--- config.mk ---
export PLATFORM = sky130hd
export DESIGN_NAME = fqdrr_regs
export DESIGN_NICKNAME = d
export VERILOG_FILES = /design/src/hw/rtl/fqdrr_pkg.sv /design/src/hw/rtl/fqdrr_regs.sv
export SDC_FILE = /design/constraint.sdc
export NUM_CORES = 1
export LEC_CHECK = 0
export BUFFER_PORTS_ARGS = -buffer_cell sky130_fd_sc_hd__buf_2
export CORE_ASPECT_RATIO = 0.5
export CORE_UTILIZATION = 44
export DETAILED_ROUTE_END_ITERATION = 6
export HOLD_SLACK_MARGIN = 0.06
export PLACE_DENSITY = 0.79
export SYNTH_ARGS = -nofsm -noshare
export SYNTH_HDL_FRONTEND = slang
export SYNTH_SLANG_ARGS = --single-unit
export TNS_END_PERCENT = 100
--- constraint.sdc ---
create_clock -name clk -period 1.1 [get_ports clk]
set_input_delay 0.11 -clock clk [delete_from_list [all_inputs] [get_ports clk]]
set_output_delay 0.11 -clock clk [all_outputs]
set_load 0.01 [all_outputs]
--- src/hw/rtl/fqdrr_pkg.sv ---
// Shared types, constants and codes of the flow queue scheduler.
package fqdrr_pkg;

  localparam int NUM_FLOWS   = 1024;
  localparam int MAX_PACKETS = 4096;
  localparam int FLOW_AW     = $clog2(NUM_FLOWS);
  localparam int DESC_AW     = $clog2(MAX_PACKETS);
  localparam int CNT_W       = DESC_AW + 1;
  localparam int RING_CNT_W  = FLOW_AW + 1;

  localparam logic [10:0] FLOW_COUNT_RESET   = 11'd1024;
  localparam logic [12:0] PACKET_LIMIT_RESET = 13'd4096;
  localparam logic [15:0] QUANTUM_RESET      = 16'd1514;

  localparam logic [1:0] REG_FLOW_COUNT   = 2'd0;
  localparam logic [1:0] REG_PACKET_LIMIT = 2'd1;
  localparam logic [1:0] REG_QUANTUM      = 2'd2;

  localparam logic CMD_ENQ = 1'b0;
  localparam logic CMD_DEQ = 1'b1;

  localparam logic [2:0] KIND_ENQ        = 3'd0;
  localparam logic [2:0] KIND_ENQ_MARKED = 3'd1;
  localparam logic [2:0] KIND_DROP_LIMIT = 3'd2;
  localparam logic [2:0] KIND_DROP_EARLY = 3'd3;
  localparam logic [2:0] KIND_DEQ        = 3'd4;
  localparam logic [2:0] KIND_EMPTY      = 3'd5;

  localparam logic [1:0] MEMB_NONE = 2'd0;
  localparam logic [1:0] MEMB_NEW  = 2'd1;
  localparam logic [1:0] MEMB_OLD  = 2'd2;

  typedef enum logic [2:0] {
    ST_CLEAR,
    ST_IDLE,
    ST_ENQ_LOOK,
    ST_ENQ_DONE,
    ST_DQ_PICK,
    ST_DQ_RING,
    ST_DQ_FLOW,
    ST_DQ_DESC
  } state_t;

  typedef struct packed {
    logic [10:0] flow_count;
    logic [12:0] packet_limit;
    logic [15:0] quantum;
  } cfg_t;

  typedef struct packed {
    logic [DESC_AW-1:0] first;
    logic [DESC_AW-1:0] last;
    logic [CNT_W-1:0]   packets;
    logic [27:0]        backlog;
    logic signed [17:0] credit;
    logic [1:0]         memb;
  } flow_rec_t;

  localparam int FLOW_REC_W = $bits(flow_rec_t);

  typedef struct packed {
    logic clr;
    logic ready;
    logic enq_look;
    logic enq_done;
    logic dq_pick;
    logic dq_empty;
    logic dq_flow_rd;
    logic dq_rotate;
    logic dq_retire;
    logic dq_desc_rd;
    logic dq_done;
  } ctrl_cmd_t;

  typedef struct packed {
    logic req_valid;
    logic req_deq;
    logic clear_last;
    logic out_free;
    logic any_flow;
    logic credit_le0;
    logic pkts_zero;
  } dp_status_t;

endpackage

--- src/hw/rtl/fqdrr_regs.sv ---
// APB configuration registers of the flow queue scheduler.
module fqdrr_regs (
  input  logic               clk,
  input  logic               rst,
  input  logic               psel,
  input  logic               penable,
  input  logic               pwrite,
  input  logic [3:0]         paddr,
  input  logic [31:0]        pwdata,
  output logic [31:0]        prdata,
  output logic               pready,
  output fqdrr_pkg::cfg_t    cfg
);
  import fqdrr_pkg::*;

  logic wr;

  assign pready = 1'b1;
  assign wr     = psel && penable && pwrite;

  always_ff @(posedge clk) begin
    if (rst) begin
      cfg.flow_count   <= FLOW_COUNT_RESET;
      cfg.packet_limit <= PACKET_LIMIT_RESET;
      cfg.quantum      <= QUANTUM_RESET;
    end else if (wr) begin
      unique case (paddr[3:2])
        REG_FLOW_COUNT:   cfg.flow_count   <= pwdata[10:0];
        REG_PACKET_LIMIT: cfg.packet_limit <= pwdata[12:0];
        REG_QUANTUM:      cfg.quantum      <= pwdata[15:0];
        default: ;
      endcase
    end
  end

  always_comb begin
    unique case (paddr[3:2])
      REG_FLOW_COUNT:   prdata = {21'd0, cfg.flow_count};
      REG_PACKET_LIMIT: prdata = {19'd0, cfg.packet_limit};
      REG_QUANTUM:      prdata = {16'd0, cfg.quantum};
      default:          prdata = 32'd0;
    endcase
  end
endmodule

# Yosys cells after proc, flatten, opt, wreduce, memory -nomap -nowiden
# Cells that the tools add are included.
# word_totals
out_inout_bits	73
inputBits	41
register_bits	40
# op_classes
n_mux	1
n_eq_ne	2
n_reduce_logical	6
# op_table
cell	n
$pmux 16 s3	1
$reduce_and 2->1	3
$eq 2x1->1 const B	1
$eq 2x2->1 const B	1
$logic_and 1x1->1	2
$logic_not 2->1	1

# Depth between registers and ports, before layout
# Gate-level depths: netlist of run 1.
# depth
depth_word	3
depth_mapped	5

# Least setup slack after synthesis of run 1
# Ideal clock, no wire load.
# synth_path
path_kind	input to output
startpoint	input paddr[3]
endpoint	output prdata[0]
setup_slack_ns	0.048
required_time_ns	0.990
cell_stages	5
arrival_ns	0.942
cell_sequence	buf_2 > nor2b_1 > clkbuf_1 > nand2_1 > o21ai_0
# synth_between
elab_chain_cells	2
word_cells_on_any_way	4
classes_between	eq/ne (2); mux (1); reduce/logical (1)
# synth_rtl
item	line_no	rtl
start, declared	fqdrr_regs.sv:8	input logic [3:0] paddr,
$eq 2x2->1, or another cell as far along	fqdrr_regs.sv:37	unique case (paddr[3:2])
$pmux 16 s3 *	fqdrr_regs.sv:37	
end, declared	fqdrr_regs.sv:10	output logic [31:0] prdata,
# Mark *: on every way between the ends. The rest lies on a longest branch, timed or not.

# Worst setup path after layout of run 1
# layout_path
startpoint	register cfg[35] (netlist name)
endpoint	output prdata[6]
# layout_between
elab_chain_cells	1
# layout_rtl
item	line_no	rtl
start, declared	fqdrr_regs.sv:12	output fqdrr_pkg::cfg_t cfg
$pmux 16 s3	fqdrr_regs.sv:37	
# Every way passes these cells.

==> impl_metrics.py, run 1 <==
metrics = {
    "status": {
        "run_status": "complete, but fails checks",
        "failed_checks": "negative setup slack",
    },
    "floorplan": {
        "design.die.area_um2": 5030,
        "start_util": 0.466,
        "floorplan.core_area_um2": 4470,
        "die_height_um": 50.7,
        "fp.dieW_um": 99.3,
        "io_pins": 114,
        "core.rowCount": 17,
    },
    "finish": {
        "syn_to_final_growth_pct": 31.4,
        "post_route_cells_drive_above_1_share": 0.448,
        "final_net_count": 355,
        "largest_register": "cfg",
        "final.fill_count": 361,
        "final_area_um2": 2740,
        "reg.largest.list": "cfg (40)",
        "max_ffs_per_register": 40,
        "insertedDiodeCount": 0,
    },
    "cts": {
        "cts-buffers-inserted": 5,
        "cts.clk_slew.worst_paths_ns": 0.07,
        "ctsHtreeMaxLevel": 2,
        "tritoncts": "built",
        "clock_latency_on_the_worst_skew_pair_ns": 0.29,
        "cts-root-to-sink-buffers": 2,
        "cts.sink_count": 40,
        "cts_root_buffer": "sky130_fd_sc_hd__clkbuf_8",
    },
    "placed_design": {
        "port_buffers": 78,
        "cell_area_reported_after_detailed_placement_um2": 2520,
        "dp_hpwl_um": 3470,
        "gp_routability_congestion": 0.747,
    },
    "sta": {
        "final_max_slew_viol_count": 0,
        "worst_hold_slack_ns": 0.0788,
        "clock-skew-final_ns": 0,
        "period_minus_slack_ns": 1.10,
        "post-route-worst-setup-slack_ns": -0.00464,
        "min_period_over_period": 1.00,
        "grt_setup_unrepaired": "yes",
        "setup_violations": 2,
        "final_hold_viol_count": 0,
        "max_clock_freq_mhz": 905,
    },
    "synthesis": {
        "synth_top_family_by_area": "multiplexers",
        "postSynthCellCount": 222,
        "ys.warnings.count": 0,
        "synth.area.top_cells": "sky130_fd_sc_hd__dfxtp_1, sky130_fd_sc_hd__mux2i_1, sky130_fd_sc_hd__nand2b_1, sky130_fd_sc_hd__buf_4, sky130_fd_sc_hd__nor2_1",
        "post_synthesis_share_of_cell_area_spent_on_full_adders_half_adders_and_majority_gates": 0,
        "synth.largest_area_cell": "sky130_fd_sc_hd__dfxtp_1",
        "simple_gate_fraction_of_synth_area": 0.235,
        "syn-cell-area_um2": 2080,
        "synth_top_cell_area_share": 0.384,
        "synthesized_area_fraction_occupied_by_xor_and_xnor_cells": 0,
        "postSynthAreaPerCell_um2": 9.38,
        "ys_seq_area_frac": 0.384,
        "synth_cell_type_count": 19,
        "synth-compound-area-share": 0.0348,
        "postSynthRegisterBits": 40,
        "synthMuxAreaShare": 0.245,
    },
    "global_routing": {
        "met2_usage": 0.332,
        "grt_max_degree": 65,
        "global_routing_met3_resource_utilization": 0.0404,
        "grt_pass1_vias": 1631,
        "grt_first_pass_wirelength_um": 7670,
        "globalRoute.totalOverflow": 0,
        "gr_busiest_metal": "met2",
        "antenna_found_initial": 0,
        "global_route.usage.total": 0.198,
        "met1_track_demand_over_resource_in_global_routing": 0.250,
    },
    "detailed_routing": {
        "vias_per_cell": 4.75,
        "routedWlPerCell_um": 12.9,
        "routed-via-count": 1768,
        "aggregate_routed_wire_length_um": 4820,
        "drc": 0,
        "drt_iter0_drc": 69,
        "antenna_left": 0,
        "detailedRoute.firstPassIterationCount": 4,
    },
    "critical_path": {
        "critical_path_required_ns": 0.99,
        "setup.worst_path.start_class": "flop",
        "critical_path_peak_fanout": 2,
        "crit_path_end_kind": "output pin",
        "worstPathArrival_ns": 0.99,
        "worst-setup-path-type": "reg2out",
    },
    "min_path": {
        "holdCritPathClass": "in2reg",
    },
    "power": {
        "ir_worst_vdd_uv": 501,
        "pwrdens_nw_per_um2": 1040,
        "static_leak_uw": 0.00135,
    },
    "run": {
        "max-cap-violations": 0,
    },
}
## report_power, final
part	total, uW	switching (uW)	leakage (uW)	internal [uW]
Sequential	1480	13.8	0.000328	1470
Combinational	377	202	0.000974	175
Clock	993	481	0.0000455	511
Total	2850	697	0.00135	2150
## layer usage
metal  routed length [um]  share of wire
met1                 2250           0.47
met4                   82          0.017
met5                    0              0
met3                  229          0.048
met2                 2260           0.47
## worst paths after layout
kind              startpoint         to  slack [ns]  cells past startpoint
hold / removal    pwdata[13]    cfg[13]        0.08                      3
hold reg to reg      cfg[13]    cfg[13]        0.48                      2
setup / recovery     cfg[35]  prdata[6]      -0.005                      3
setup reg to reg      cfg[1]     cfg[1]        0.37                      3
## what timing repair did
action	in CTS	in global routing
hold buffers	0	0
setup endpoints to repair	9	14
pin swaps	2	2
setup buffers	4	6
resized for setup	21	23
## layout make-up
| cell class | count | area [um2] | share of cell area |
|---|---|---|---|
| repair buffers | 101 | 594 | 0.217 |
| flip-flops and latches | 40 | 835 | 0.305 |
| clock buffers | 8 | 90.1 | 0.0329 |
| well taps | 57 | 71.3 | 0.0261 |
| multi-input cells | 166 | 1150 | 0.419 |
## kinds of logic after synthesis
| family | Yosys count |
|---|---|
| AOI/OAI and AO/OA | 13 |
| muxes | 51 |
| buffers and inverters | 31 |
| and+or+nand+nor | 85 |
| DFF | 40 |
| other | 2 |
## Yosys cell counts
master and n:
sky130_fd_sc_hd__and2b_1 1, sky130_fd_sc_hd__o21ai_0 11, sky130_fd_sc_hd__nor2_1 17, sky130_fd_sc_hd__a22o_1 2, sky130_fd_sc_hd__nand3_2 1, sky130_fd_sc_hd__nand2b_1 47
sky130_fd_sc_hd__mux2i_1 51, sky130_fd_sc_hd__or3_4 1, sky130_fd_sc_hd__nor3b_2 2, sky130_fd_sc_hd__buf_6 2, sky130_fd_sc_hd__dfxtp_1 40, sky130_fd_sc_hd__and2_1 3
sky130_fd_sc_hd__buf_2 2, sky130_fd_sc_hd__buf_4 18, sky130_fd_sc_hd__conb_1 2, sky130_fd_sc_hd__nand4_2 1, sky130_fd_sc_hd__nand2_1 11, sky130_fd_sc_hd__clkbuf_1 9
sky130_fd_sc_hd__nor2b_1 1
## stage by stage
stage,power (uW),cells,utilization,TNS [ns],worst slack [ns]
floorplan,1770,237,-,0,0.0478
global placement,1860,354,0.565,-0.0105,-0.0105
detailed placement,1870,354,0.565,-0.143,-0.0289
CTS,2860,366,0.596,-0.0284,-0.0276
global route,2980,372,0.613,-0.323,-0.0501
finish,2850,372,0.613,-0.00788,-0.00464
## worst max-delay path: stages, from the launching register on
cell and delay, ns:
sky130_fd_sc_hd__dfxtp_2 0.33, sky130_fd_sc_hd__mux2i_1 0.06, sky130_fd_sc_hd__o21ai_1 0.15, sky130_fd_sc_hd__buf_2 0.17
## cell usage in the layout, fill, tap and decap left out, drive strengths merged
cell / instances
and2b: 1
a22o: 2
o21ai: 11
mux2i: 51
nand4: 1
clkbuf: 8
nand2: 11
conb: 17
nor2b: 1
nor3b: 2
buf: 101
nand3: 1
nor2: 17
or3: 1
nand2b: 47
and2: 3
dfxtp: 40
No activity file was read; power rests on OpenSTA's default activity.
==> run 2, diff against run 1 <==
==> constraint.sdc (replaced) <==
create_clock -name clk -period 1.1 [get_ports clk]
set_input_delay 0.055 -clock clk [delete_from_list [all_inputs] [get_ports clk]]
set_output_delay 0.055 -clock clk [all_outputs]
set_load 0.01 [all_outputs]
==> impl_metrics.py, run 2 (same netlist as run 1, synthesis figures left out) <==
metrics = {
    "detailed_routing": {
        "drt_iter0_drc": 61,
        "drc": 0,
        "vias_per_cell": 4.95,
        "antenna_left": 0,
        "aggregate_routed_wire_length_um": 5110,
        "routedWlPerCell_um": 13.8,
        "detailedRoute.firstPassIterationCount": 6,
        "routed-via-count": 1827,
    },
    "sta": {
        "final_max_slew_viol_count": 0,
        "final_hold_viol_count": 0,
        "worst_hold_slack_ns": 0.0659,
        "setup_violations": 0,
        "grt_setup_unrepaired": "yes",
        "post-route-worst-setup-slack_ns": 0.0571,
        "clock-skew-final_ns": 0,
        "period_minus_slack_ns": 1.04,
        "min_period_over_period": 0.948,
        "max_clock_freq_mhz": 959,
        "tns_ns": 0,
    },
    "finish": {
        "max_ffs_per_register": 40,
        "commonest_non_fill_non_tap_cells_in_the_layout": "sky130_fd_sc_hd__buf_2, sky130_fd_sc_hd__mux2i_1, sky130_fd_sc_hd__nand2b_1",
        "post_route_cells_drive_above_1_share": 0.394,
        "final_net_count": 352,
        "most_common_library_cell_in_the_layout_ignoring_fill_and_taps": "sky130_fd_sc_hd__buf_2",
        "syn_to_final_growth_pct": 31.8,
        "largest_register": "cfg",
        "insertedDiodeCount": 0,
        "reg.largest.list": "cfg (40)",
    },
    "cts": {
        "cts_root_buffer": "sky130_fd_sc_hd__clkbuf_8",
        "cts-root-to-sink-buffers": 2,
        "tritoncts": "built",
        "ctsHtreeMaxLevel": 2,
        "cts.clk_slew.worst_paths_ns": 0.08,
        "cts-buffers-inserted": 5,
        "clock_latency_on_the_worst_skew_pair_ns": 0.28,
        "cts.sink_count": 40,
    },
    "critical_path": {
        "critical_path_peak_fanout": 3,
        "crit_path_end_kind": "output pin",
        "crit_start": "cfg[38]",
        "setup.worst_path.start_class": "flop",
        "r2r_start": "cfg[9]",
        "worstPathArrival_ns": 0.99,
        "worst-setup-path-type": "reg2out",
        "critical_path_required_ns": 1.04,
    },
    "placed_design": {
        "gp_routability_congestion": 0.744,
        "place_ws_ns": 0.00498,
        "dp_hpwl_um": 3470,
        "port_buffers": 78,
    },
    "status": {
        "run_status": "completed",
    },
    "global_routing": {
        "grt_max_degree": 65,
        "grt_first_pass_wirelength_um": 7960,
        "globalRoute.totalOverflow": 0,
        "grt_pass1_vias": 1720,
        "global_route.usage.total": 0.207,
        "antenna_found_initial": 0,
    },
    "power": {
        "power_frac_comb": 0.120,
        "clock_power_share": 0.413,
        "sequentialPowerShare": 0.466,
        "p_sw_uw": 730,
        "p_int_uw": 2450,
        "static_leak_uw": 0.00134,
        "ir_worst_vdd_uv": 577,
        "post-layout-total-power_uw": 3180,
        "sw_frac_of_total": 0.230,
        "pwrdens_nw_per_um2": 1160,
    },
    "floorplan": {
        "die_height_um": 50.7,
        "floorplan.core_area_um2": 4470,
        "core.rowCount": 17,
        "design.die.area_um2": 5030,
        "start_util": 0.466,
        "io_pins": 114,
        "fp.dieW_um": 99.3,
    },
    "run": {
        "max-cap-violations": 0,
    },
    "min_path": {
        "min-delay-start": "pwdata[6]",
        "holdCritPathClass": "in2reg",
    },
}
-- run 2: cell types whose count changed in the layout (fill, tap and decap cells not counted), moves of 2 or more --
cell,previous run,this run
sky130_fd_sc_hd__buf_4,21,10
sky130_fd_sc_hd__clkbuf_1,2,0
sky130_fd_sc_hd__dfxtp_1,13,20
sky130_fd_sc_hd__dfxtp_2,27,20
sky130_fd_sc_hd__dlygate4sd3_1,0,8
sky130_fd_sc_hd__o21ai_0,0,4
sky130_fd_sc_hd__o21ai_1,11,7
-- run 2: power by group through the flow --
stage               combinational (uW)  clock, uW  sequential, uW
floorplan                          246          0            1520
global placement                   342          0            1510
detailed placement                 351          0            1510
CTS                                373       1320            1480
global route                       416       1400            1480
finish                             383       1310            1480
-- run 2: metal layers --
metal	track usage	part of all wire
met1	0.240	0.44
met2	0.369	0.50
met3	0.0515	0.044
met4	0.0907	0.019
met5	0	0
-- run 2: per-stage QoR --
step	util	instances	cell area, um2
CTS	0.607	368	2710
global route	0.615	369	2750
finish	0.615	369	2750
detailed placement	0.563	353	2510
global placement	0.563	353	2510
floorplan	-	237	2140
-- run 2: worst paths after layout --
path                     to  slack (ns)  cells after the start
setup / recovery  prdata[9]        0.06                      3
hold / removal      cfg[35]        0.07                      3
setup reg to reg     cfg[9]        0.42                      2
hold reg to reg     cfg[36]        0.48                      2
-- run 2: final cells by class --
type / instances / area [um2]
Fill cell: 402 / 1720
Tap cell: 57 / 71.3
Timing Repair Buffer: 98 / 586
Clock buffer: 7 / 96.3
Sequential cell: 40 / 826
Multi-Input combinational cell: 166 / 1140
Clock inverter: 1 / 30.0
-- run 2: timing repair --
action                                  CTS  global route
gates resized for setup                   0            27
endpoints found under the setup margin    0            11
setup buffers                             0             0
hold buffers                              7             1
endpoints found under the hold margin     9             1
-- run 2: critical path: stages (launching register included) --
cell,delay [ns]
sky130_fd_sc_hd__dfxtp_1,0.35
sky130_fd_sc_hd__mux2i_1,0.07
sky130_fd_sc_hd__o21ai_0,0.13
sky130_fd_sc_hd__buf_2,0.15
