===== src/hw/rtl/fqdrr_pkg.sv =====
// Shared types, constants and codes of the flow queue scheduler.
package fqdrr_pkg;

  localparam int NUM_FLOWS   = 1024;
  localparam int MAX_PACKETS = 4096;
  localparam int FLOW_AW     = $clog2(NUM_FLOWS);
  localparam int DESC_AW     = $clog2(MAX_PACKETS);
  localparam int CNT_W       = DESC_AW + 1;
  localparam int RING_CNT_W  = FLOW_AW + 1;

  localparam logic [10:0] FLOW_COUNT_RESET   = 11'd1024;
  localparam logic [12:0] PACKET_LIMIT_RESET = 13'd4096;
  localparam logic [15:0] QUANTUM_RESET      = 16'd1514;

  localparam logic [1:0] REG_FLOW_COUNT   = 2'd0;
  localparam logic [1:0] REG_PACKET_LIMIT = 2'd1;
  localparam logic [1:0] REG_QUANTUM      = 2'd2;

  localparam logic CMD_ENQ = 1'b0;
  localparam logic CMD_DEQ = 1'b1;

  localparam logic [2:0] KIND_ENQ        = 3'd0;
  localparam logic [2:0] KIND_ENQ_MARKED = 3'd1;
  localparam logic [2:0] KIND_DROP_LIMIT = 3'd2;
  localparam logic [2:0] KIND_DROP_EARLY = 3'd3;
  localparam logic [2:0] KIND_DEQ        = 3'd4;
  localparam logic [2:0] KIND_EMPTY      = 3'd5;

  localparam logic [1:0] MEMB_NONE = 2'd0;
  localparam logic [1:0] MEMB_NEW  = 2'd1;
  localparam logic [1:0] MEMB_OLD  = 2'd2;

  typedef enum logic [2:0] {
    ST_CLEAR,
    ST_IDLE,
    ST_ENQ_LOOK,
    ST_ENQ_DONE,
    ST_DQ_PICK,
    ST_DQ_RING,
    ST_DQ_FLOW,
    ST_DQ_DESC
  } state_t;

  typedef struct packed {
    logic [10:0] flow_count;
    logic [12:0] packet_limit;
    logic [15:0] quantum;
  } cfg_t;

  typedef struct packed {
    logic [DESC_AW-1:0] first;
    logic [DESC_AW-1:0] last;
    logic [CNT_W-1:0]   packets;
    logic [27:0]        backlog;
    logic signed [17:0] credit;
    logic [1:0]         memb;
  } flow_rec_t;

  localparam int FLOW_REC_W = $bits(flow_rec_t);

  typedef struct packed {
    logic clr;
    logic ready;
    logic enq_look;
    logic enq_done;
    logic dq_pick;
    logic dq_empty;
    logic dq_flow_rd;
    logic dq_rotate;
    logic dq_retire;
    logic dq_desc_rd;
    logic dq_done;
  } ctrl_cmd_t;

  typedef struct packed {
    logic req_valid;
    logic req_deq;
    logic clear_last;
    logic out_free;
    logic any_flow;
    logic credit_le0;
    logic pkts_zero;
  } dp_status_t;

endpackage


===== src/hw/rtl/fqdrr_ctrl.sv =====
// Controller state machine sequencing enqueue, dequeue and the clearing pass.
module fqdrr_ctrl (
  input  logic                  clk,
  input  logic                  rst,
  input  fqdrr_pkg::dp_status_t status,
  output fqdrr_pkg::ctrl_cmd_t  cmd
);
  import fqdrr_pkg::*;

  state_t state, state_next;

  always_ff @(posedge clk) begin
    if (rst) begin
      state <= ST_CLEAR;
    end else begin
      state <= state_next;
    end
  end

  always_comb begin
    state_next = state;
    unique case (state)
      ST_CLEAR:    if (status.clear_last) state_next = ST_IDLE;
      ST_IDLE:     if (status.req_valid) state_next = status.req_deq ? ST_DQ_PICK : ST_ENQ_LOOK;
      ST_ENQ_LOOK: state_next = ST_ENQ_DONE;
      ST_ENQ_DONE: if (status.out_free) state_next = ST_IDLE;
      ST_DQ_PICK: begin
        if (status.any_flow) begin
          state_next = ST_DQ_RING;
        end else if (status.out_free) begin
          state_next = ST_IDLE;
        end
      end
      ST_DQ_RING:  state_next = ST_DQ_FLOW;
      ST_DQ_FLOW: begin
        if (status.credit_le0 || status.pkts_zero) begin
          state_next = ST_DQ_PICK;
        end else begin
          state_next = ST_DQ_DESC;
        end
      end
      ST_DQ_DESC:  if (status.out_free) state_next = ST_IDLE;
      default:     state_next = ST_CLEAR;
    endcase
  end

  always_comb begin
    cmd = '0;
    unique case (state)
      ST_CLEAR:    cmd.clr = 1'b1;
      ST_IDLE:     cmd.ready = 1'b1;
      ST_ENQ_LOOK: cmd.enq_look = 1'b1;
      ST_ENQ_DONE: cmd.enq_done = status.out_free;
      ST_DQ_PICK: begin
        cmd.dq_pick  = status.any_flow;
        cmd.dq_empty = !status.any_flow && status.out_free;
      end
      ST_DQ_RING:  cmd.dq_flow_rd = 1'b1;
      ST_DQ_FLOW: begin
        cmd.dq_rotate  = status.credit_le0;
        cmd.dq_retire  = !status.credit_le0 && status.pkts_zero;
        cmd.dq_desc_rd = !status.credit_le0 && !status.pkts_zero;
      end
      ST_DQ_DESC:  cmd.dq_done = status.out_free;
      default:     cmd = '0;
    endcase
  end
endmodule


===== config.mk =====
export PLATFORM = sky130hd
export DESIGN_NAME = fqdrr_ctrl
export DESIGN_NICKNAME = d
export VERILOG_FILES = /design/src/hw/rtl/fqdrr_pkg.sv /design/src/hw/rtl/fqdrr_ctrl.sv
export SDC_FILE = /design/constraint.sdc
export NUM_CORES = 1
export LEC_CHECK = 0
export BUFFER_PORTS_ARGS = -buffer_cell sky130_fd_sc_hd__buf_2
export CORE_AREA = 2 2 39 41
export CTS_CLUSTER_DIAMETER = 40
export CTS_CLUSTER_SIZE = 20
export DETAILED_ROUTE_END_ITERATION = 8
export DIE_AREA = 0 0 41 43
export HOLD_SLACK_MARGIN = 0.12
export PLACE_DENSITY = 0.48
export SYNTH_ARGS = -nofsm -noshare
export SYNTH_HDL_FRONTEND = slang
export SYNTH_SLANG_ARGS = --single-unit

===== constraint.sdc =====
create_clock -name clk -period 1.3 [get_ports clk]
set_input_delay 0.195 -clock clk [delete_from_list [all_inputs] [get_ports clk]]
set_output_delay 0.195 -clock clk [all_outputs]
set_load 0.05 [all_outputs]

# Word-level counts from Yosys, hierarchy flattened
# Cells that the tools add are included.
word_totals:
  reg_bits: 3
  inputBits: 9
classes:
  n_reduce_logical: 10
  n_eq_ne: 9
  mux: 15
op_table:
  columns: ["cell", "count"]
  rows:
  - ["3-bit case mux with 7 select lines", 1]
  - ["3-bit two-way mux", 6]
  - ["3-bit == test (second input constant)", 4]
  - ["3-bit by 2-bit == test with 1-bit output (second input constant)", 2]
  - ["1-bit two-way mux", 6]
  - ["2-bit two-way mux", 2]
  - ["2-bit != test (second input constant)", 2]
  - ["3-bit by 1-bit == test with 1-bit output (second input constant)", 1]
  - ["1-bit logical AND", 3]
  - ["1-bit logical NOT", 3]
  - ["3-bit logical NOT", 1]
  - ["2-bit AND reduction", 1]
  - ["2-bit OR reduction", 1]
  - ["1-bit logical OR", 1]

# Logic depth before layout (Yosys ltp)
# Gate-level depths: netlist of the first run.
depth:
  word_depth: 3
  depth_mapped: 4
  mapped_depth_nobuf: 3

# Worst setup path before layout of the first run
# OpenSTA, ideal clock, no wires.
synth_timing:
  kind: "register to output"
  startpoint: "reg state[0]"
  endpoint: "out cmd[1] in the netlist's numbering"
  arrival_time_ns: 1.713
  path_stages_with_launch: 4
  t_required_ns: 1.105
  slack_ns: -0.608
  path_cell_list: "dfxtp_1 buf_2 nand3b_1 nor3_1"
synth_lines:
  columns: ["element", "line", "source"]
  rows:
  - ["from (decl)", "fqdrr_ctrl.sv:10", "state_t state, state_next;"]
  - ["from (signal assigned)", "fqdrr_ctrl.sv:16", "state <= state_next;"]
  - ["to (decl)", "fqdrr_ctrl.sv:6", "output fqdrr_pkg::ctrl_cmd_t cmd"]

==> flow_metrics.py, run 1 <==
metrics = {
    "timing": {
        "slew_viol_final": 0,
        "relSlewSlack_pct": 81.2,
        "tightest_slew_ns": 0.281,
        "rsz0062_at_grt": "true",
        "finalSetupTns_ns": -0.381,
        "max_freq_mhz": 703,
        "period_share_pct": 109,
        "finClkSkew_ns": 0.000531,
        "finalCriticalPeriod_ns": 1.42,
        "fin_ws_ns": -0.123,
        "hold_viol": 0,
        "finalSetupViolations": 5,
    },
    "cells_and_area": {
        "drive_gt1_share_pct": 64.7,
        "diodes": 0,
        "fillCellCount": 143,
        "final_cell_mix": "buf_6 (13), buf_2 (8), nand2_1 (4), a21oi_1 (4)",
        "seq_area_sq_um": 66.3,
        "areaGrowthSynthToFinish_pct": 114,
        "largest_reg_flops": 3,
        "multi_input_area_sq_um": 265,
        "largest-register": "state",
        "layout_commonest_cell": "buf_6",
        "biggestRegsByFlops": "state x3",
        "fin_nets": 78,
        "fin_area_sq_um": 626,
    },
    "synthesis": {
        "synth_nets": 51,
        "yosysUniqueCellTypes": 24,
        "syn-instance-count": 42,
        "seq_area_frac_synth_pct": 20.5,
        "avgSynthCellArea_sq_um": 6.97,
        "synth_area_sq_um": 293,
        "synth_warnings": 0,
        "synth_seq_cells": 3,
    },
    "routing": {
        "detail-route-antenna-nets": 0,
        "dr.pass1.iters": 4,
        "vias": 389,
        "route.detailed.drc": 0,
        "vias_per_cell": 4.63,
        "wl_per_cell_um": 10.1,
        "drt-initial-drc-count": 5,
        "drt-total-wl_um": 848,
    },
    "placement": {
        "pre_cts_slack_ns": 0.0307,
        "placed_area_sq_um": 468,
        "gp_congestion": 0.703,
        "port_buffers": 19,
        "dp_hpwl_um": 653,
    },
    "setup_path": {
        "cp.required_ns": 1.11,
        "worstSetupPathType": "flip-flop to output pin",
        "cp_data_arrival_time_ns": 1.23,
        "endpoint_kind": "output pin",
        "worst-path-max-fanout": 3,
        "critPathLaunchType": "flip-flop",
    },
    "floorplanning": {
        "start_util_pct": 21.2,
        "ios": 20,
        "die_y_um": 43,
        "dieArea_sq_um": 1760,
        "rows": 14,
        "core_region_area_sq_um": 1380,
        "die-width_um": 41,
    },
    "clock_tree": {
        "cts_tree": "done",
        "cts_sinks": 3,
        "clk_path_buf_depth": 2,
        "cts_buffers": 3,
        "cts_root_buf": "clkbuf_4",
        "clk_pin_slew_ns": 0.04,
        "worst_skew_pair.late_latency_ns": 0.23,
        "h-tree-depth": 1,
    },
    "run_status": {
        "violations": "setup timing",
        "status": "finished with violations",
    },
    "global_routing": {
        "grt_pass1_vias": 333,
        "grt_pass1_wl_um": 1320,
        "grt_start_max_net_pins": 15,
        "grt.overflow.total": 0,
        "gr-usage-all-layers_pct": 11.2,
        "antenna_found_initial": 0,
    },
    "power": {
        "p_leak_uw": 0.000268,
        "ir_drop_mv": 0.476,
        "finalPower_uw": 465,
        "powerDensity_nw_per_um2": 744,
    },
    "job": {
        "max-cap-violations": 0,
    },
    "worst_hold_path": {
        "min_path_type": "input port to flip-flop",
    },
}
## critical path, cell delays in order (launching register included)
cell and delay (ns):
dfxtp_2 0.31, nand3b_1 0.28, nor3b_4 0.23, buf_6 0.18
## routing by layer
metal	vias up	wire [um]	track usage, %
met5	-	0	0
met4	0	0	8.00
met3	0	67	3.14
met2	16	407	14.1
li1	204	-	-
met1	169	373	15.5
## cells by family after synthesis
group	count (synthesis)	share of synthesized area, %
buffers and inverters	6	12.0
DFF	3	20.5
AOI/OAI and AO/OA	10	20.9
and+or+nand+nor	23	46.6
## metrics by stage
| step | instances | hold slack (ns) | util [%] |
|---|---|---|---|
| global route | 84 | 0.160 | 45.2 |
| detailed placement | 79 | 0.396 | 33.8 |
| global placement | 79 | 0.407 | 33.8 |
| floorplan | 42 | 0.257 | - |
| finish | 84 | 0.157 | 45.2 |
| CTS | 83 | 0.149 | 43.0 |
## power by group
group	total, uW	internal [uW]	switching, uW	leakage, uW
clock network	160	115	44.8	0.0000150
registers	105	99.5	5.90	0.0000261
logic	200	91.1	109	0.000227
total	465	305	160	0.000268
## cell usage after synthesis (all sizes together)
master | number | area (sq um)
nor2 | 4 | 15.0
dfxtp | 3 | 60.1
or3b | 1 | 8.76
nand2 | 4 | 15.0
nor3 | 4 | 20.0
and3 | 2 | 13.8
and4b | 1 | 10.0
a31oi | 1 | 6.26
inv | 3 | 11.3
o21ai | 2 | 10.0
o31a | 1 | 8.76
o311ai | 1 | 8.76
a21oi | 4 | 20.0
nor2b | 2 | 12.5
nor4 | 1 | 6.26
o21bai | 1 | 7.51
nand3b | 2 | 15.0
buf | 3 | 23.8
nor3b | 2 | 20.0
## layout make-up
cell class | count | share of cell area (%)
repair buffers | 25 | 37.8
clock buffers | 4 | 4.20
inverters | 3 | 1.80
flip-flops and latches | 3 | 10.6
well taps | 16 | 3.20
multi-input cells | 33 | 42.4
## repair_timing
| item | in CTS | in global routing |
|---|---|---|
| hold buffers | 0 | 0 |
| pin swaps | 3 | 3 |
| endpoints found under the setup margin | 11 | 11 |
| setup buffers | 0 | 1 |
| resized for setup | 30 | 5 |
## worst paths after layout
kind | depth (start not counted) | slack (ns) | end | start
setup / recovery | 3 | -0.12 | cmd[2] | state[0]
hold / removal | 2 | 0.16 | state[1] | rst
setup reg to reg | 4 | 0.12 | state[2] | state[1]
hold reg to reg | 3 | 0.64 | state[1] | state[0]
No activity file was read; power rests on OpenSTA's default activity.
==> run 2: changes to the inputs <==
--- a/config.mk
+++ b/config.mk
@@ -6,13 +6,17 @@
 export NUM_CORES = 1
 export LEC_CHECK = 0
 export BUFFER_PORTS_ARGS = -buffer_cell sky130_fd_sc_hd__buf_2
+export CELL_PAD_IN_SITES_DETAIL_PLACEMENT = 1
+export CELL_PAD_IN_SITES_GLOBAL_PLACEMENT = 1
 export CORE_AREA = 2 2 39 41
 export CTS_CLUSTER_DIAMETER = 40
 export CTS_CLUSTER_SIZE = 20
 export DETAILED_ROUTE_END_ITERATION = 8
 export DIE_AREA = 0 0 41 43
+export GPL_TIMING_DRIVEN = 0
 export HOLD_SLACK_MARGIN = 0.12
-export PLACE_DENSITY = 0.48
+export PLACE_DENSITY = 0.67
+export REMOVE_ABC_BUFFERS = 1
 export SYNTH_ARGS = -nofsm -noshare
 export SYNTH_HDL_FRONTEND = slang
 export SYNTH_SLANG_ARGS = --single-unit
==> flow_metrics.py, run 2 (synthesis results as in run 1) <==
metrics = {
    "cells_and_area": {
        "largest-register": "state",
        "seq_area_sq_um": 71.3,
        "fin_area_sq_um": 596,
        "biggestRegsByFlops": "state x3",
        "fin_nets": 81,
        "drive_gt1_share_pct": 59.2,
        "areaGrowthSynthToFinish_pct": 103,
        "multi_input_area_sq_um": 229,
        "fillCellCount": 174,
        "diodes": 0,
        "layout_commonest_cell": "buf_6",
        "largest_reg_flops": 3,
        "final_cell_mix": "buf_6 (12), buf_2 (8), buf_4 (8)",
    },
    "routing": {
        "detail-route-antenna-nets": 0,
        "drt-total-wl_um": 1110,
        "wl_per_cell_um": 12.7,
        "route.detailed.drc": 0,
        "dr.pass1.iters": 3,
        "vias_per_cell": 4.82,
        "vias": 419,
        "drt-initial-drc-count": 2,
    },
    "timing": {
        "finalCriticalPeriod_ns": 1.42,
        "finalSetupTns_ns": -0.429,
        "period_share_pct": 109,
        "finalSetupViolations": 9,
        "slew_viol_final": 0,
        "fin_ws_ns": -0.119,
        "tightest_slew_ns": 0.277,
        "rsz0062_at_grt": "true",
        "relSlewSlack_pct": 81.2,
        "holdWs_ns": 0.140,
        "hold_viol": 0,
        "finClkSkew_ns": 0.00771,
        "max_freq_mhz": 705,
    },
    "global_routing": {
        "grt_start_max_net_pins": 12,
        "antenna_found_initial": 0,
        "grt_pass1_wl_um": 1720,
        "gr-usage-all-layers_pct": 14.2,
        "grt.overflow.total": 0,
        "grt_pass1_vias": 406,
    },
    "floorplanning": {
        "dieArea_sq_um": 1760,
        "die-width_um": 41,
        "die_y_um": 43,
        "ios": 20,
        "start_util_pct": 21.2,
        "core_region_area_sq_um": 1380,
        "rows": 14,
    },
    "clock_tree": {
        "cts_root_buf": "clkbuf_4",
        "cts_buffers": 3,
        "cts_sinks": 3,
        "clk_path_buf_depth": 2,
        "cts_tree": "done",
        "cts_hold_buf": 0,
        "worst_skew_pair.late_latency_ns": 0.25,
        "clk_pin_slew_ns": 0.04,
        "h-tree-depth": 1,
    },
    "worst_hold_path": {
        "holdCritStartpoint": "rst",
        "whs_endpoint": "state[1]",
        "min_path_cells": 2,
        "min_path_type": "input port to flip-flop",
    },
    "power": {
        "power.switching_uw": 169,
        "internal-power_uw": 290,
        "p_leak_uw": 0.000268,
        "combPwrFrac_pct": 37.5,
        "netSwitchingFraction_pct": 36.9,
        "powerDensity_nw_per_um2": 771,
        "ir_drop_mv": 0.313,
        "p_seq_share_pct": 24.5,
        "p_clk_share_pct": 38.0,
    },
    "placement": {
        "placed_area_sq_um": 384,
        "dp_hpwl_um": 612,
        "gp_congestion": 0.680,
        "port_buffers": 19,
    },
    "setup_path": {
        "worst-path-max-fanout": 7,
        "critPathLaunchType": "flip-flop",
        "timing.rr.end": "state[2]",
        "cp_data_arrival_time_ns": 1.22,
        "r2r_slack_ns": 0.22,
        "endpoint_kind": "output pin",
        "reg2reg_depth": 3,
        "cp.required_ns": 1.11,
        "worstSetupPathType": "flip-flop to output pin",
        "worstReg2RegStart": "state[1]",
    },
    "run_status": {
        "status": "finished with violations",
        "violations": "setup timing",
    },
    "job": {
        "max-cap-violations": 0,
    },
}
## run 2: cell types whose count changed in the layout (fill, tap and decap cells not counted), moves of 2 or more
| cell | delta |
|---|---|
| nor2_2 | -2 |
| nor3b_2 | +2 |
| dfxtp_4 | +2 |
| nor3b_4 | -2 |
| buf_4 | +6 |
| nor2_1 | +3 |
| dfxtp_2 | -2 |
## run 2: critical path, cell delays in order, from the launching register on
cell and delay [ns]:
dfxtp_4 0.36, nand3b_1 0.22, nor3b_2 0.21, buf_6 0.18
## run 2: layout make-up
| cell class | count | share of cell area [%] |
|---|---|---|
| Clock buffer | 4 | 4.41 |
| Inverter | 3 | 2.31 |
| Sequential cell | 3 | 12.0 |
| Multi-Input combinational cell | 33 | 38.4 |
| Timing Repair Buffer | 28 | 39.5 |
| Tap cell | 16 | 3.36 |
## run 2: per-layer routing
layer	GRT usage, %	vias to the layer above	routed length [um]
met3	0	2	27
met4	8.00	0	27
met1	17.7	201	421
met2	23.1	8	631
li1	-	208	-
met5	0	-	0
## run 2: worst max path at each step
stage | from | end | slack, ns | cells past startpoint
5_1_grt | state[0] | cmd[2] | -0.17 | 3
3_3_place_gp | state[2] | cmd[2] | -0.14 | 3
6_report | state[0] | cmd[2] | -0.12 | 3
4_1_cts | state[0] | cmd[2] | -0.15 | 3
2_1_floorplan | state[1] | state[0] | -0.69 | 3
3_5_place_dp | state[1] | cmd[2] | -0.15 | 3
## run 2: power groups by stage
stage / clock network (uW) / logic [uW] / registers, uW
after floorplan: 0 / 79.3 / 115
after global placement: 0 / 112 / 122
after detailed placement: 0 / 113 / 121
after CTS: 176 / 162 / 112
after global routing: 183 / 185 / 114
final: 175 / 172 / 112
## run 2: through the flow
stage	setup slack, ns	std cells	power, uW	util (%)
finish	-0.119	87	459	43.0
global route	-0.167	87	482	43.0
CTS	-0.148	86	449	40.7
detailed placement	-0.151	74	234	27.8
global placement	-0.141	74	234	27.8
floorplan	-0.690	39	194	-
## run 2: timing repair
| action | in CTS | in global routing |
|---|---|---|
| gates cloned | 0 | 0 |
| endpoints found under the setup margin | 11 | 11 |
| setup buffers | 8 | 1 |
| resized for setup | 30 | 7 |
| pin swaps | 5 | 2 |
==> run 3: changes to the inputs <==
--- a/config.mk
+++ b/config.mk
@@ -6,8 +6,6 @@
 export NUM_CORES = 1
 export LEC_CHECK = 0
 export BUFFER_PORTS_ARGS = -buffer_cell sky130_fd_sc_hd__buf_2
-export CELL_PAD_IN_SITES_DETAIL_PLACEMENT = 1
-export CELL_PAD_IN_SITES_GLOBAL_PLACEMENT = 1
 export CORE_AREA = 2 2 39 41
 export CTS_CLUSTER_DIAMETER = 40
 export CTS_CLUSTER_SIZE = 20
@@ -15,7 +13,7 @@
 export DIE_AREA = 0 0 41 43
 export GPL_TIMING_DRIVEN = 0
 export HOLD_SLACK_MARGIN = 0.12
-export PLACE_DENSITY = 0.67
+export PLACE_DENSITY = 0.48
 export REMOVE_ABC_BUFFERS = 1
 export SYNTH_ARGS = -nofsm -noshare
 export SYNTH_HDL_FRONTEND = slang
==> flow_metrics.py, run 3 (synthesis results as in run 1) <==
metrics = {
    "clock_tree": {
        "clk_pin_slew_ns": 0.04,
        "clk_path_buf_depth": 2,
        "cts_tree": "done",
        "cts_buffers": 3,
        "worst_skew_pair.late_latency_ns": 0.23,
        "h-tree-depth": 1,
        "cts_hold_buf": 0,
        "cts_root_buf": "clkbuf_4",
        "cts_sinks": 3,
    },
    "power": {
        "powerDensity_nw_per_um2": 777,
        "power.switching_uw": 165,
        "p_leak_uw": 0.000272,
        "ir_drop_mv": 0.243,
        "internal-power_uw": 295,
        "combPwrFrac_pct": 39.0,
        "netSwitchingFraction_pct": 35.8,
        "p_seq_share_pct": 24.3,
        "p_clk_share_pct": 36.7,
    },
    "routing": {
        "vias": 410,
        "wl_per_cell_um": 11.8,
        "route.detailed.drc": 0,
        "vias_per_cell": 4.61,
        "drt-total-wl_um": 1050,
        "drt-initial-drc-count": 4,
        "dr.pass1.iters": 4,
        "detail-route-antenna-nets": 0,
    },
    "cells_and_area": {
        "fin_nets": 83,
        "diodes": 0,
        "areaGrowthSynthToFinish_pct": 102,
        "multi_input_area_sq_um": 223,
        "largest_reg_flops": 3,
        "seq_area_sq_um": 71.3,
        "biggestRegsByFlops": "state x3",
        "drive_gt1_share_pct": 58.9,
        "layout_commonest_cell": "buf_4",
        "final_cell_mix": "buf_4 (12), buf_2 (9), buf_6 (8)",
        "fillCellCount": 152,
        "largest-register": "state",
    },
    "floorplanning": {
        "die_y_um": 43,
        "die-width_um": 41,
        "ios": 20,
        "rows": 14,
        "core_region_area_sq_um": 1380,
        "start_util_pct": 21.2,
        "dieArea_sq_um": 1760,
    },
    "timing": {
        "hold_viol": 0,
        "finalCriticalPeriod_ns": 1.38,
        "rsz0062_at_grt": "true",
        "holdWs_ns": 0.153,
        "max_freq_mhz": 723,
        "period_share_pct": 106,
        "relSlewSlack_pct": 83.1,
        "finClkSkew_ns": 0.00335,
        "fin_ws_ns": -0.0826,
        "finalSetupViolations": 10,
        "tightest_slew_ns": 0.250,
        "slew_viol_final": 0,
    },
    "worst_hold_path": {
        "min_path_type": "input port to flip-flop",
    },
    "global_routing": {
        "grt_start_max_net_pins": 13,
        "antenna_found_initial": 0,
        "grt.overflow.total": 0,
        "grt_pass1_vias": 381,
        "gr-usage-all-layers_pct": 12.8,
        "grt_pass1_wl_um": 1580,
    },
    "setup_path": {
        "endpoint_kind": "output pin",
        "slowest_delay_ns": 0.36,
        "worstSetupPathType": "flip-flop to output pin",
        "crit_path_top_delay_cell": "dfxtp_4",
        "cp.required_ns": 1.11,
        "crit_chain": "nand3b_1 > nor3b_2 > buf_6",
        "cp_data_arrival_time_ns": 1.19,
        "critPathLaunchType": "flip-flop",
        "worst-path-max-fanout": 6,
    },
    "run_status": {
        "violations": "setup timing",
        "status": "finished with violations",
    },
    "job": {
        "max-cap-violations": 0,
    },
    "placement": {
        "dp_hpwl_um": 550,
        "port_buffers": 19,
        "pre_cts_slack_ns": -0.143,
        "gp_congestion": 0.692,
    },
}
==> run 3: what timing repair did <==
item / CTS / global route
endpoints found under the setup margin: 11 / 11
setup buffers: 7 / 4
resized for setup: 20 / 15
pin swaps: 2 / 3
cloned: 0 / 0
==> run 3: area by class of cell <==
cell class,instances,area share [%]
inverter,3,1.90
multi-input combinational,33,37.6
clock buffer,4,4.44
timing repair buffer,30,40.6
tap,16,3.38
sequential,3,12.1
==> run 3: critical path, delay by kind of cell, from the launching register on <==
kind	cells	cell delay (ns)
and+or+nand+nor	2	0.42
buffers and inverters	1	0.18
DFF	1	0.36
==> run 3: power groups by stage <==
stage / sequential, uW / clock [uW] / combinational [uW]
5_1_grt: 113 / 184 / 194
3_5_place_dp: 121 / 0 / 113
4_1_cts: 111 / 172 / 149
3_3_place_gp: 122 / 0 / 113
6_report: 112 / 169 / 179
2_1_floorplan: 115 / 0 / 79.3
==> run 3: metal layers <==
| metal | track usage [%] | up-vias | part of all wire, % |
|---|---|---|---|
| met5 | 0 | - | 0 |
| met4 | 6.00 | 0 | 0 |
| met3 | 2.09 | 0 | 5.3 |
| met2 | 19.1 | 13 | 47 |
| met1 | 17.3 | 184 | 48 |
| li1 | - | 213 | - |
==> run 3: path summary, 6_finish.rpt <==
check	startpoint	to	slack, ns	cells after the start
hold / removal	rst	state[1]	0.15	2
setup reg to reg	state[1]	state[0]	0.08	6
setup / recovery	state[0]	cmd[2]	-0.08	3
hold reg to reg	state[0]	state[2]	0.65	2
==> run 3: through the flow <==
step / area [sq um] / utilization [%] / instances / TNS [ns] / total power (uW)
2_1_floorplan: 269 / - / 39 / -4.04 / 194
3_3_place_gp: 384 / 27.8 / 74 / -0.490 / 234
3_5_place_dp: 384 / 27.8 / 74 / -0.456 / 234
4_1_cts: 510 / 36.9 / 85 / -0.415 / 433
5_1_grt: 592 / 42.8 / 89 / -1.03 / 491
6_report: 592 / 42.8 / 89 / -0.428 / 460
